$ cat src/rtl/core/tmv_pkg.sv
`default_nettype none

package tmv_pkg;

  // field widths
  localparam int unsigned DataW   = 32;
  localparam int unsigned ThrW    = 31;
  localparam int unsigned MaskW   = 3;
  localparam int unsigned CountW  = 8;
  localparam int unsigned InW     = 6 * DataW;
  localparam int unsigned OutBits = 2 * DataW + 2 * MaskW + CountW;
  localparam int unsigned OutW    = ((OutBits + 7) / 8) * 8;

  // reset values and codes
  localparam logic [ThrW-1:0]  THR_RESET = ThrW'(1000);
  localparam logic [MaskW-1:0] ALL_OK    = 3'b111;
  localparam logic [MaskW-1:0] NO_FAULT  = 3'b000;

  // one item of redundant channel samples
  typedef struct packed {
    logic signed [DataW-1:0] chan2_velocity_mms;
    logic signed [DataW-1:0] chan1_velocity_mms;
    logic signed [DataW-1:0] chan0_velocity_mms;
    logic signed [DataW-1:0] chan2_altitude_mm;
    logic signed [DataW-1:0] chan1_altitude_mm;
    logic signed [DataW-1:0] chan0_altitude_mm;
  } sample_t;

  // health status of one item
  typedef struct packed {
    logic [MaskW-1:0]  new_fault_mask;
    logic [CountW-1:0] disagreement_total;
    logic [MaskW-1:0]  health_mask;
  } health_t;

endpackage

`default_nettype wire

$ cat src/rtl/core/tmv_median3.sv
`default_nettype none

module tmv_median3
  import tmv_pkg::*;
(
  input  wire logic signed [DataW-1:0] a,
  input  wire logic signed [DataW-1:0] b,
  input  wire logic signed [DataW-1:0] c,
  output logic signed [DataW-1:0]      median
);

  logic a_gt_b;
  logic a_gt_c;
  logic b_gt_c;

  // pairwise signed compares
  assign a_gt_b = a > b;
  assign a_gt_c = a > c;
  assign b_gt_c = b > c;

  // pick the middle value, ties give the shared value
  always_comb begin
    if (a_gt_b) begin
      if (b_gt_c) begin
        median = b;
      end else begin
        median = a_gt_c ? c : a;
      end
    end else begin
      if (a_gt_c) begin
        median = a;
      end else begin
        median = b_gt_c ? c : b;
      end
    end
  end

endmodule

`default_nettype wire

$ cat src/rtl/core/tmv_health.sv
`default_nettype none

module tmv_health
  import tmv_pkg::*;
(
  input  wire logic                    clk,
  input  wire logic                    rst,
  input  wire logic                    advance,
  input  wire logic [ThrW-1:0]         threshold,
  input  wire logic signed [DataW-1:0] voted_alt,
  input  wire logic signed [DataW-1:0] alt0,
  input  wire logic signed [DataW-1:0] alt1,
  input  wire logic signed [DataW-1:0] alt2,
  output health_t                      status
);

  logic signed [DataW-1:0] alt [MaskW];
  logic [MaskW-1:0]        health;
  logic [CountW-1:0]       disagree_counter;
  logic [CountW-1:0]       disagree_counter_next;
  logic [MaskW-1:0]        previous_health;

  assign alt[0] = alt0;
  assign alt[1] = alt1;
  assign alt[2] = alt2;

  // per channel distance to the voted altitude, exact at 33 bits
  always_comb begin
    logic signed [DataW:0] diff;
    logic [DataW:0]        mag;
    for (int i = 0; i < MaskW; i++) begin
      diff = {alt[i][DataW-1], alt[i]} - {voted_alt[DataW-1], voted_alt};
      mag  = diff[DataW] ? (~diff + (DataW+1)'(1)) : diff;
      health[i] = mag <= {2'b00, threshold};
    end
  end

  // wrapping disagreement count
  assign disagree_counter_next = (health != ALL_OK) ? disagree_counter + CountW'(1)
                                                    : disagree_counter;

  // status of the item now moving to the result register
  always_comb begin
    status.health_mask        = health;
    status.disagreement_total = disagree_counter_next;
    if ((health != ALL_OK) && (previous_health == ALL_OK)) begin
      status.new_fault_mask = ~health;
    end else begin
      status.new_fault_mask = NO_FAULT;
    end
  end

  // history advances once per item
  always_ff @(posedge clk) begin
    if (rst) begin
      disagree_counter <= '0;
      previous_health  <= ALL_OK;
    end else if (advance) begin
      disagree_counter <= disagree_counter_next;
      previous_health  <= health;
    end
  end

endmodule

`default_nettype wire

$ cat src/rtl/core/tmr_median_voter_health_core.sv
// Triple redundant altitude/velocity voter with channel health tracking.
//
// Input stream (s_*): one transfer carries three channel altitudes and three
// channel velocities. Output stream (m_*): one transfer per input item with
// the median altitude and velocity, the channel health mask, the running
// disagreement count and the mask of newly faulted channels.
// Config channel (cfg_*): writes the agreement threshold in mm; always ready.
// Write it only while no item is in flight.
//
// An item lands in the input register, then one pass of median, distance and
// compare logic writes the result register. Throughput is one item per cycle
// while the receiver keeps taking results; the median compare, 33-bit
// subtract and threshold compare chain sets the clock period.
// When the receiver stalls, the result register holds; one more item waits
// in the input register, then s_tready drops until results move again.
// Reset empties both registers, clears the disagreement count, marks all
// channels healthy and loads a threshold of 1000 mm.
`default_nettype none

module tmr_median_voter_health_core
  import tmv_pkg::*;
(
  input  wire logic            clk,
  input  wire logic            rst,
  // input stream
  input  wire logic            s_tvalid,
  output logic                 s_tready,
  // chan0_altitude_mm, chan1_altitude_mm, chan2_altitude_mm,
  // chan0_velocity_mms, chan1_velocity_mms, chan2_velocity_mms
  input  wire logic [InW-1:0]  s_tdata,
  // result stream
  output logic                 m_tvalid,
  input  wire logic            m_tready,
  // voted_altitude_mm, voted_velocity_mms, health_mask,
  // disagreement_total, new_fault_mask, zero pad
  output logic [OutW-1:0]      m_tdata,
  // threshold write
  input  wire logic            cfg_valid,
  output logic                 cfg_ready,
  input  wire logic [ThrW-1:0] cfg_data
);

  logic                    in_valid;
  sample_t                 in_sample;
  logic                    advance;
  logic [ThrW-1:0]         threshold;
  logic signed [DataW-1:0] voted_alt;
  logic signed [DataW-1:0] voted_vel;
  health_t                 status;
  logic signed [DataW-1:0] out_alt;
  logic signed [DataW-1:0] out_vel;
  health_t                 out_status;

  // item moves on when the result register is free or being taken
  assign advance  = in_valid && (!m_tvalid || m_tready);
  assign s_tready = !in_valid || advance;

  // threshold register
  assign cfg_ready = 1'b1;
  always_ff @(posedge clk) begin
    if (rst) begin
      threshold <= THR_RESET;
    end else if (cfg_valid) begin
      threshold <= cfg_data;
    end
  end

  // input register
  always_ff @(posedge clk) begin
    if (rst) begin
      in_valid <= 1'b0;
    end else if (s_tready) begin
      in_valid <= s_tvalid;
    end
  end

  always_ff @(posedge clk) begin
    if (s_tvalid && s_tready) begin
      in_sample <= sample_t'(s_tdata);
    end
  end

  // median votes
  tmv_median3 u_alt_vote (
    .a      (in_sample.chan0_altitude_mm),
    .b      (in_sample.chan1_altitude_mm),
    .c      (in_sample.chan2_altitude_mm),
    .median (voted_alt)
  );

  tmv_median3 u_vel_vote (
    .a      (in_sample.chan0_velocity_mms),
    .b      (in_sample.chan1_velocity_mms),
    .c      (in_sample.chan2_velocity_mms),
    .median (voted_vel)
  );

  // channel health and fault history
  tmv_health u_health (
    .clk       (clk),
    .rst       (rst),
    .advance   (advance),
    .threshold (threshold),
    .voted_alt (voted_alt),
    .alt0      (in_sample.chan0_altitude_mm),
    .alt1      (in_sample.chan1_altitude_mm),
    .alt2      (in_sample.chan2_altitude_mm),
    .status    (status)
  );

  // result register
  always_ff @(posedge clk) begin
    if (rst) begin
      m_tvalid <= 1'b0;
    end else if (!m_tvalid || m_tready) begin
      m_tvalid <= in_valid;
    end
  end

  always_ff @(posedge clk) begin
    if (advance) begin
      out_alt    <= voted_alt;
      out_vel    <= voted_vel;
      out_status <= status;
    end
  end

  assign m_tdata = OutW'({out_status, out_vel, out_alt});

`ifndef SYNTHESIS
  // a new fault is only reported on an unhealthy item
  a_fault_needs_disagree: assert property (@(posedge clk) disable iff (rst)
    m_tvalid && (out_status.new_fault_mask != NO_FAULT)
      |-> (out_status.health_mask != ALL_OK))
    else $error("new fault flagged on an all-healthy result");

  // reported new faults are exactly the unhealthy channels
  a_fault_is_inverse: assert property (@(posedge clk) disable iff (rst)
    m_tvalid && (out_status.new_fault_mask != NO_FAULT)
      |-> (out_status.new_fault_mask == ~out_status.health_mask))
    else $error("new fault mask differs from the unhealthy channels");

  // a disagreeing item bumps the count by one
  a_count_step: assert property (@(posedge clk) disable iff (rst)
    advance && (status.health_mask != ALL_OK)
      |=> (out_status.disagreement_total ==
           $past(u_health.disagree_counter) + CountW'(1)))
    else $error("disagreement count did not advance by one");

  // both registers full and stalled: no new input is taken
  a_full_blocks: assert property (@(posedge clk) disable iff (rst)
    in_valid && m_tvalid && !m_tready |-> !s_tready)
    else $error("input taken while the pipeline is full and stalled");
`endif

endmodule

`default_nettype wire

$ cat config.mk
export PLATFORM = sky130hd
export DESIGN_NAME = tmr_median_voter_health_core
export DESIGN_NICKNAME = d
export VERILOG_FILES = /design/src/rtl/core/tmv_pkg.sv /design/src/rtl/core/tmv_median3.sv /design/src/rtl/core/tmv_health.sv /design/src/rtl/core/tmr_median_voter_health_core.sv
export SDC_FILE = /design/constraint.sdc
export NUM_CORES = 1
export LEC_CHECK = 0
export ABC_AREA = 1
export BUFFER_PORTS_ARGS = -buffer_cell sky130_fd_sc_hd__buf_4
export CAP_MARGIN = 25
export CORE_UTILIZATION = 35
export CTS_CLUSTER_DIAMETER = 150
export DETAILED_ROUTE_END_ITERATION = 12
export PLACE_DENSITY_LB_ADDON = 0.25
export SLEW_MARGIN = 10
export SYNTH_ARGS = -nofsm -noshare
export SYNTH_HDL_FRONTEND = slang
export SYNTH_SLANG_ARGS = --single-unit
$ cat constraint.sdc
create_clock -name clk -period 10.7 [get_ports clk]
set_clock_uncertainty 0.1 [all_clocks]
set_input_delay 2.14 -clock clk [delete_from_list [all_inputs] [get_ports clk]]
set_output_delay 2.14 -clock clk [all_outputs]
set_load 0.01 [all_outputs]
**Word-level counts from Yosys, hierarchy flattened**

Index checks and enable logic that the tools add are counted.

- Bits of input ports: 228
- Flip-flop bits (word level): 314
- Word-level logic and storage cells: 59
- Output and inout port bits: 83

- Mux-type cells: 14
- Add/subtract/negate cells: 7
- Eq/ne operators: 2
- Bitwise gates (word level): 4
- Reductions and logical operators: 7
- Magnitude comparators: 9

Operator list:

| operator | number |
|---|---|
| 32-bit 2-to-1 mux | 10 |
| 32-bit greater-than comparator | 6 |
| 33-bit by 2-bit adder with 33-bit output (second input constant) | 3 |
| 33-bit by 31-bit <= comparator with 1-bit output | 3 |
| 33-bit 2-to-1 mux | 3 |
| 33-bit NOT | 3 |
| 32-bit by 32-bit subtractor with 33-bit output | 3 |
| 8-bit by 1-bit adder with 8-bit output (second input constant) | 1 |
| 8-bit 2-to-1 mux | 1 |
| 3-bit equality test (second input constant) | 1 |
| 1-bit logical AND | 3 |
| 3-bit != test (second input constant) | 1 |
| 3-bit NOT | 1 |
| 1-bit zero test | 2 |
| 1-bit logical OR | 2 |

**Logic depth before layout (Yosys ltp)**

Gate-level depths: netlist of run 1.

- Word-level depth: 11
- Depth in mapped cells: 59
- Depth with buffers taken out: 56

**By module**

From an unflattened synthesis of run 1, not the netlist that was laid out.

- Cell total of the unflattened synthesis: 5078
- Area total of the unflattened synthesis: 33693.6 µm²

Modules (own cells, without submodules):

| module | area an instance (µm²) | cells an instance | times used | seq. area each (µm²) |
|---|---|---|---|---|
| tmv_health | 13850.8 | 2712 | 1 | 220.2 |
| tmr_median_voter_health_core | 9283.9 | 422 | 1 | 8768.4 |
| tmv_median3 (u_vel_vote) | 5363.9 | 971 | 1 | 0.0 |
| tmv_median3 (u_alt_vote) | 5195.0 | 973 | 1 | 0.0 |

**Worst setup path before layout of run 1**

Ideal clock, no wire load.

- Kind: input port to flip-flop
- Start: input port m_tready
- End: register in_sample[0] (netlist bit) (enable)
- Data arrival time: 6.126 ns
- Stages: 4
- Path buffers: 0
- Setup time: 0.544 ns
- Required time: 10.056 ns
- Slack: 3.930 ns
- Path through: inv_1 > nand3_1 > nand2_1 > inv_1

- Word-level cells in the longest chain between the ends: 4

Ends and longest elaborated chain:

| item | line | text |
|---|---|---|
| start: declaration | tmr_median_voter_health_core.sv:33 | `input wire logic m_tready,` |
| 1-bit logical OR | tmr_median_voter_health_core.sv:55 | `assign advance = in_valid && (!m_tvalid \|\| m_tready);` |
| 1-bit logical AND | tmr_median_voter_health_core.sv:55 |  |
| 1-bit logical OR | tmr_median_voter_health_core.sv:56 | `assign s_tready = !in_valid \|\| advance;` |
| via s_tready | tmr_median_voter_health_core.sv:27 | `output logic s_tready,` |
| 1-bit logical AND | tmr_median_voter_health_core.sv:78 | `if (s_tvalid && s_tready) begin` |
| end signal: assignment | tmr_median_voter_health_core.sv:79 | `in_sample <= sample_t'(s_tdata);` |
| end: declaration | tmr_median_voter_health_core.sv:44 | `sample_t in_sample;` |

The timed path passes the listed nets, and every way through them passes these cells.
A chain may end at the register's enable or synchronous reset.

**Final worst setup path of run 1**

- Start: register in_sample[63] (netlist bit)
- End: register out_status, in the netlist m_tdata[75] (data pin)

- Word-level cells in the longest chain between the ends: 11
- Elaborated cells on any way between the ends: 24
- Classes of those cells: add/sub: 6; order compare: 5; eq/ne: 1; mux: 7; bitwise: 4; reduce/logical: 1

Ends and longest elaborated chain:

| item | line | text |
|---|---|---|
| 32-bit greater-than comparator | tmv_median3.sv:19 | `assign b_gt_c = b > c;` |
| 32-bit 2-to-1 mux | tmv_median3.sv:33 | `median = b_gt_c ? c : b;` |
| 32-bit 2-to-1 mux | tmv_median3.sv:30 | `if (a_gt_c) begin` |
| 32-bit 2-to-1 mux * | tmv_median3.sv:23 | `if (a_gt_b) begin` |
| via u_alt_vote.median[1] | tmv_median3.sv:9 | `output logic signed [DataW-1:0] median` |
| 32-bit by 32-bit subtractor with 33-bit output | tmv_health.sv:32 | `diff = {alt[i][DataW-1], alt[i]} - {voted_alt[DataW-1], voted_alt};` |
| 33-bit NOT | tmv_health.sv:33 | `mag = diff[DataW] ? (~diff + (DataW+1)'(1)) : diff;` |
| 33-bit by 2-bit adder with 33-bit output | tmv_health.sv:33 |  |
| 33-bit 2-to-1 mux | tmv_health.sv:33 |  |
| 33-bit by 31-bit <= comparator with 1-bit output | tmv_health.sv:34 | `health[i] = mag <= {2'b00, threshold};` |
| 3-bit != test | tmv_health.sv:46 | `if ((health != ALL_OK) && (previous_health == ALL_OK)) begin` |
| 1-bit logical AND | tmv_health.sv:46 |  |
| end signal: assignment | tmr_median_voter_health_core.sv:124 | `out_status <= status;` |
| end: declaration | tmr_median_voter_health_core.sv:52 | `health_t out_status;` |

The timed path passes the listed nets; every way through them passes the cells marked *.

==> results of run 1 <==
## Yosys cell counts (all sizes together) (3+ instances only)
| master | number |
|---|---|
| fa | 3 |
| o211ai | 105 |
| dfxtp | 44 |
| inv | 802 |
| buf | 32 |
| and2 | 6 |
| xnor2 | 29 |
| a211oi | 6 |
| a221oi | 3 |
| nor4 | 16 |
| nor2 | 316 |
| o21bai | 11 |
| or2 | 4 |
| o21a | 6 |
| xor2 | 68 |
| nand3b | 11 |
| nand3 | 282 |
| edfxtp | 270 |
| o21ai | 224 |
| o221ai | 5 |
| a31oi | 9 |
| a21o | 7 |
| nand2 | 1326 |
| a21oi | 232 |
| ha | 385 |
| clkbuf | 68 |
| nand4 | 122 |
| o31ai | 4 |
| nor3 | 40 |
## where the power goes
part	switching (mW)	internal [mW]	total [mW]	leakage, nW
Combinational	3.94	1.89	5.83	14.7
Clock	0.587	0.778	1.36	0.617
Sequential	0.0788	1.48	1.55	2.97
Total	4.60	4.15	8.75	18.3
## worst min path at each step
stage,from,end,slack (ps),cells past startpoint
2_1_floorplan,u_health.previous_health[1],u_health.previous_health[1],340,2
3_3_place_gp,u_health.previous_health[2],u_health.previous_health[2],360,2
3_5_place_dp,u_health.previous_health[2],u_health.previous_health[2],360,2
4_1_cts,u_health.previous_health[2],u_health.previous_health[2],370,2
5_1_grt,u_health.previous_health[2],u_health.previous_health[2],400,2
6_report,u_health.previous_health[2],u_health.previous_health[2],370,2
## metrics by stage
stage	setup WS (ps)	power [mW]
4_1_cts	955	8.69
2_1_floorplan	3930	5.60
3_3_place_gp	1040	7.27
3_5_place_dp	993	7.29
6_report	826	8.75
5_1_grt	60.0	9.54
## routing by layer
metal  vias to the layer above  share of wire  track usage
met5                         -              0            0
met4                         0          0.026       0.0662
met3                       139          0.065       0.0325
met2                      1007           0.44        0.399
met1                     13700           0.47        0.350
li1                      15200              -            -
## state kept, by name, summed over array words and instances (netlist names)
signal / count
in_valid: 1
in_sample: 192
u_health.previous_health: 3
out_vel: 32
m_tdata: 14
u_health.disagree_counter: 8
m_tvalid: 1
out_alt: 32
threshold: 31
## worst max-delay path: cells and delay by family (launching register included)
family	cells	cell delay (ps)
buffers and inverters	2	890
flip-flops	1	520
AO/OA/AOI/OAI	5	1170
adder cells (fa/ha/maj)	3	1400
AND/OR/NAND/NOR	34	5130
XOR/XNOR	2	330
## layout make-up
cell class | count | share of cell area
diodes | 1 | 0.0000701
inverters | 803 | 0.0847
repair buffers | 334 | 0.0706
clock inverters | 26 | 0.00820
multi-input cells | 3230 | 0.516
clock buffers | 45 | 0.0280
flip-flops and latches | 314 | 0.252
well taps | 1155 | 0.0405
## cells by family after synthesis
| family | synth area share |
|---|---|
| AO/OA/AOI/OAI | 0.113 |
| XOR/XNOR | 0.0284 |
| adder cells (fa/ha/maj) | 0.158 |
| buffers and inverters | 0.112 |
| flip-flops | 0.291 |
| other | 0.000243 |
| AND/OR/NAND/NOR | 0.296 |
## layout by cell type, fill, tap and decap left out, drive strengths merged, types with 16 or more instances in the layout
cell,count
nand3,282
buf,334
ha,385
inv,805
o21ai,224
nand2,1326
nor2,316
edfxtp,270
nor4,16
xor2,68
clkinv,16
xnor2,29
dfxtp,44
o211ai,105
a21oi,232
nor3,40
clkbuf,45
nand4,122
==> results.cfg, run 1 <==
[run_status]
status = finished, final reports clean

[grt]
antenna_found_initial = 3
grt_overflow = 0
grt_usage = 0.249
grt_pass1_wl_um = 171000
grt_max_degree = 97
grt_pass1_vias = 28100

[logic_synthesis]
syn_inst = 4446
synth.area.top_cells = edfxtp_1, nand2_1, ha_1, inv_1, nand3_1
synthArstFlopShare = 0
ys.flop_type = edfxtp_1
netlist_area_um2 = 30800
synth_edf_count = 270
ys.warnings.count = 0
ys_seq_area_frac = 0.291
ys_ff_latch = 314
syn_avg_cell_area_um2 = 6.94
yosys.area.top_type = edfxtp_1
ys_types = 58
synth_top_area_frac = 0.263

[clock_network]
cts_resized = 0
post-cts-setup-buffers = 0
hold_buffers = 0
root_buffer = clkbuf_16
numCtsBuffers = 39
clk_latency_ps = 600
numClockSinks = 314
clockBufferDepth = 3
cts_tree = done
cts.htree.levels = 2
path_clk_slew_ps = 60

[cells_and_area]
fin_nets = 5338
final_core_util = 0.410
stdcell_count = 5908
area_growth_pct = 15.8
layout-drive-gt1-share = 0.109
multi_input_area_um2 = 18400
stdcell_area_um2 = 35700
nFillCells = 9271
seqCellArea_um2 = 8990

[place]
gp_congestion = 1.03
io_buffers = 307
placed_cells = 5835
hpwl_um = 93200
placed_cell_area_um2 = 34400

[timing]
final.setup.tns_ps = 0
rsz0062_at_grt = false
setup_viol = 0
whs_ps = 371
finalMaxSlewViolations = 0
slew_headroom = 0.322
fmax_mhz = 101
min_period_over_period = 0.923
hold_viol = 0
tightest_slew_ps = 1010
layout_min_cycle_time_ps = 9870

[setup_path]
reg2reg_depth = 46
startpoint = in_sample[63]
cpMaxStageDelayCell = nor4_1
cp_max_fo = 35
cp-endpoint = m_tdata[75]
critPathRequiredTime_ps = 10920
timing.rr.end = m_tdata[75]
r2r_start = in_sample[63]
cp-start-kind = register
path_class = register to register
slowest_delay_ps = 800
cp-end-kind = register
r2r_slack_ps = 830
worstPathArrival_ps = 10100
cp_common_cell = nand2_1

[drt]
drt-total-wl_um = 113000
num_vias = 30000
first_pass_iters = 6
vias_per_cell = 5.07
post_drt_wl_per_cell_um = 19.1
ant_nets = 0
drc = 0
first_iter_violations = 2372

[floorplan]
die_w_um = 299
core_area_um2 = 87000
rows = 108
die_area_um2 = 89300
ios = 311
start_util = 0.354
fp.dieH_um = 299

[pwr]
vdd_drop_max_mv = 0.140
p_leak_nw = 18.3
power_density_nw_per_um2 = 245

[min_path]
worstHoldPathType = register to register

[flow_run]
max-cap-violations = 0
No activity file was read; power rests on OpenSTA's default activity.
==> run 2, diff against run 1 <==
--- a/config.mk
+++ b/config.mk
@@ -5,7 +5,7 @@
 export SDC_FILE = /design/constraint.sdc
 export NUM_CORES = 1
 export LEC_CHECK = 0
-export ABC_AREA = 1
+export ABC_AREA = 0
 export BUFFER_PORTS_ARGS = -buffer_cell sky130_fd_sc_hd__buf_4
 export CAP_MARGIN = 25
 export CORE_UTILIZATION = 35
==> results.cfg, run 2 <==
[clock_network]
root_buffer = clkbuf_16
cts.htree.levels = 2
clk_latency_ps = 580
cts_tree = done
numCtsBuffers = 38
clockBufferDepth = 3
hold_buffers = 0
path_clk_slew_ps = 60
numClockSinks = 314

[pwr]
p_sw_mw = 3.03
power_frac_comb = 0.587
p_leak_nw = 13.8
vdd_drop_max_mv = 0.119
seq_power_share = 0.219
intPower_mw = 3.89
clockPowerShare = 0.193
power_density_nw_per_um2 = 221
power_switching_share = 0.437

[min_path]
worstHoldPathType = register to register
hold_depth = 2
hold_end = u_health.previous_health[1]
hp-start = u_health.previous_health[1]

[drt]
first_iter_violations = 1451
drt-total-wl_um = 87800
drc = 0
ant_nets = 0
vias_per_cell = 5.49
post_drt_wl_per_cell_um = 21.2
num_vias = 22800
first_pass_iters = 7

[setup_path]
cpMaxStageDelayCell = or4_1
slowest_delay_ps = 600
cp-start-kind = register
path_class = register to register
r2r_start = in_sample[33]
worstPathArrival_ps = 10390
startpoint = in_sample[33]
r2r_slack_ps = 660
critPathRequiredTime_ps = 11050
timing.rr.end = u_health.disagree_counter[2]
cp-end-kind = register
reg2reg_depth = 43
cp_max_fo = 19

[cells_and_area]
layout_commonest_cell = ha_1
area_growth_pct = 19.1
reg_top3 = in_sample: 192 flops, out_alt: 32 flops, out_vel: 32 flops
nFillCells = 7430
final_cell_mix = ha_1, buf_4, edfxtp_1
final_core_util = 0.421
fin_nets = 3760
layout-drive-gt1-share = 0.154
largest_register = in_sample
largest_reg_flops = 192

[timing]
rsz0062_at_grt = false
finalMaxSlewViolations = 0
whs_ps = 365
min_period_over_period = 0.938
hold_viol = 0
fmax_mhz = 99.6
layout_min_cycle_time_ps = 10040
slew_headroom = 0.247
tightest_slew_ps = 1120
final.setup.tns_ps = 0
setup_viol = 0

[grt]
grt_pass1_wl_um = 133000
grt_usage = 0.226
antenna_found_initial = 9
grt_max_degree = 161
grt_overflow = 0
grt_pass1_vias = 22500

[logic_synthesis]
yosysMostFrequentCell = ha_1
synth_top_area_frac = 0.308
syn_inst = 2825
ys_ff_latch = 314
ys_seq_area_frac = 0.342
synth.area.top_cells = edfxtp_1, ha_1, a21o_1, a21oi_1, dfxtp_1
syn_avg_cell_area_um2 = 9.31
netlist_area_um2 = 26300
synthArstFlopShare = 0
ys.warnings.count = 0
netlist_top_cells_count = ha_1, edfxtp_1, nor2_1
yosys.area.top_type = edfxtp_1
synth_edf_count = 270
ys_types = 94
ys.flop_type = edfxtp_1

[floorplan]
fp.dieH_um = 276
start_util = 0.353
die_w_um = 276
ios = 311
die_area_um2 = 76300
core_area_um2 = 74400
rows = 100

[place]
gp_congestion = 0.968
io_buffers = 307
hpwl_um = 72600

[run_status]
status = finished, final reports clean

[flow_run]
max-cap-violations = 0
[run 2: cell count changes in the layout (fill, tap and decap cells not counted), moves of 31 or more]
cell and change:
nor2_1 -50, inv_1 -590, xnor2_1 +59, nand3_1 -221, mux2i_1 +35, o211ai_1 -77
a21o_1 +152, nand2_1 -1108, o21ai_0 -73, nor2b_1 +44, o22ai_1 +67, nor2_2 -31
o21a_1 +39
[run 2: logic make-up after synthesis]
kind of cell             synth area share
other                            0.000285
XOR/XNOR                           0.0499
flip-flops                          0.342
AO/OA/AOI/OAI                       0.208
adder cells (fa/ha/maj)             0.185
AND/OR/NAND/NOR                     0.155
multiplexers                       0.0184
buffers and inverters              0.0409
[run 2: what timing repair did]
| item | in CTS | in global routing |
|---|---|---|
| setup endpoints to repair | 0 | 16 |
| buffers inserted | 0 | 1 |
| gates resized for setup | 0 | 10 |
[run 2: metal layers]
layer | vias up | share of wire | track usage
met5 | - | 0.0013 | 0
met4 | 14 | 0.031 | 0.0703
met3 | 126 | 0.068 | 0.0508
met2 | 627 | 0.47 | 0.380
met1 | 10700 | 0.43 | 0.286
li1 | 11300 | - | -
[run 2: how the worst max path moves through the flow]
stage / endpoint / slack (ps)
final: u_health.disagree_counter[2] / 660
after global routing: u_health.disagree_counter[2] / 0.7
after CTS: u_health.disagree_counter[2] / 360
after detailed placement: u_health.disagree_counter[2] / 390
after global placement: u_health.disagree_counter[2] / 580
after floorplan: m_tdata[68] / 1180
[run 2: final cells by class]
cell class	instances	area (um^2)	area share
tap	969	1210	0.0387
inverter	194	731	0.0233
sequential	314	8990	0.287
timing repair buffer	364	2760	0.0882
clock inverter	28	315	0.0101
multi-input combinational	2232	16300	0.521
antenna	3	7.51	0.000240
clock buffer	42	976	0.0312
[run 2: stage by stage]
stage | setup WS [ps] | power [mW] | instances | area [um^2]
2_1_floorplan | 1180 | 4.34 | 2826 | 26300
3_3_place_gp | 579 | 5.51 | 4071 | 30000
3_5_place_dp | 389 | 5.54 | 4071 | 30000
4_1_cts | 362 | 6.92 | 4141 | 31300
5_1_grt | 0.732 | 7.46 | 4143 | 31300
6_report | 662 | 6.92 | 4146 | 31300
[run 2: power groups by stage]
| stage | combinational [mW] | clock (mW) | sequential (mW) |
|---|---|---|---|
| floorplan | 2.80 | 0 | 1.54 |
| global placement | 3.97 | 0 | 1.55 |
| detailed placement | 3.99 | 0 | 1.54 |
| CTS | 4.01 | 1.39 | 1.52 |
| global route | 4.50 | 1.43 | 1.53 |
| finish | 4.07 | 1.34 | 1.52 |
[run 2: critical path: cells and delay by family, from the launching register on]
| kind | cells | cell delay, ps |
|---|---|---|
| AOI/OAI and AO/OA | 21 | 3900 |
| xor gates and xnor gates | 2 | 450 |
| adders and majority gates | 3 | 1090 |
| buffers and inverters | 4 | 830 |
| DFF | 1 | 430 |
| muxes | 3 | 910 |
| and+or+nand+nor | 10 | 2150 |
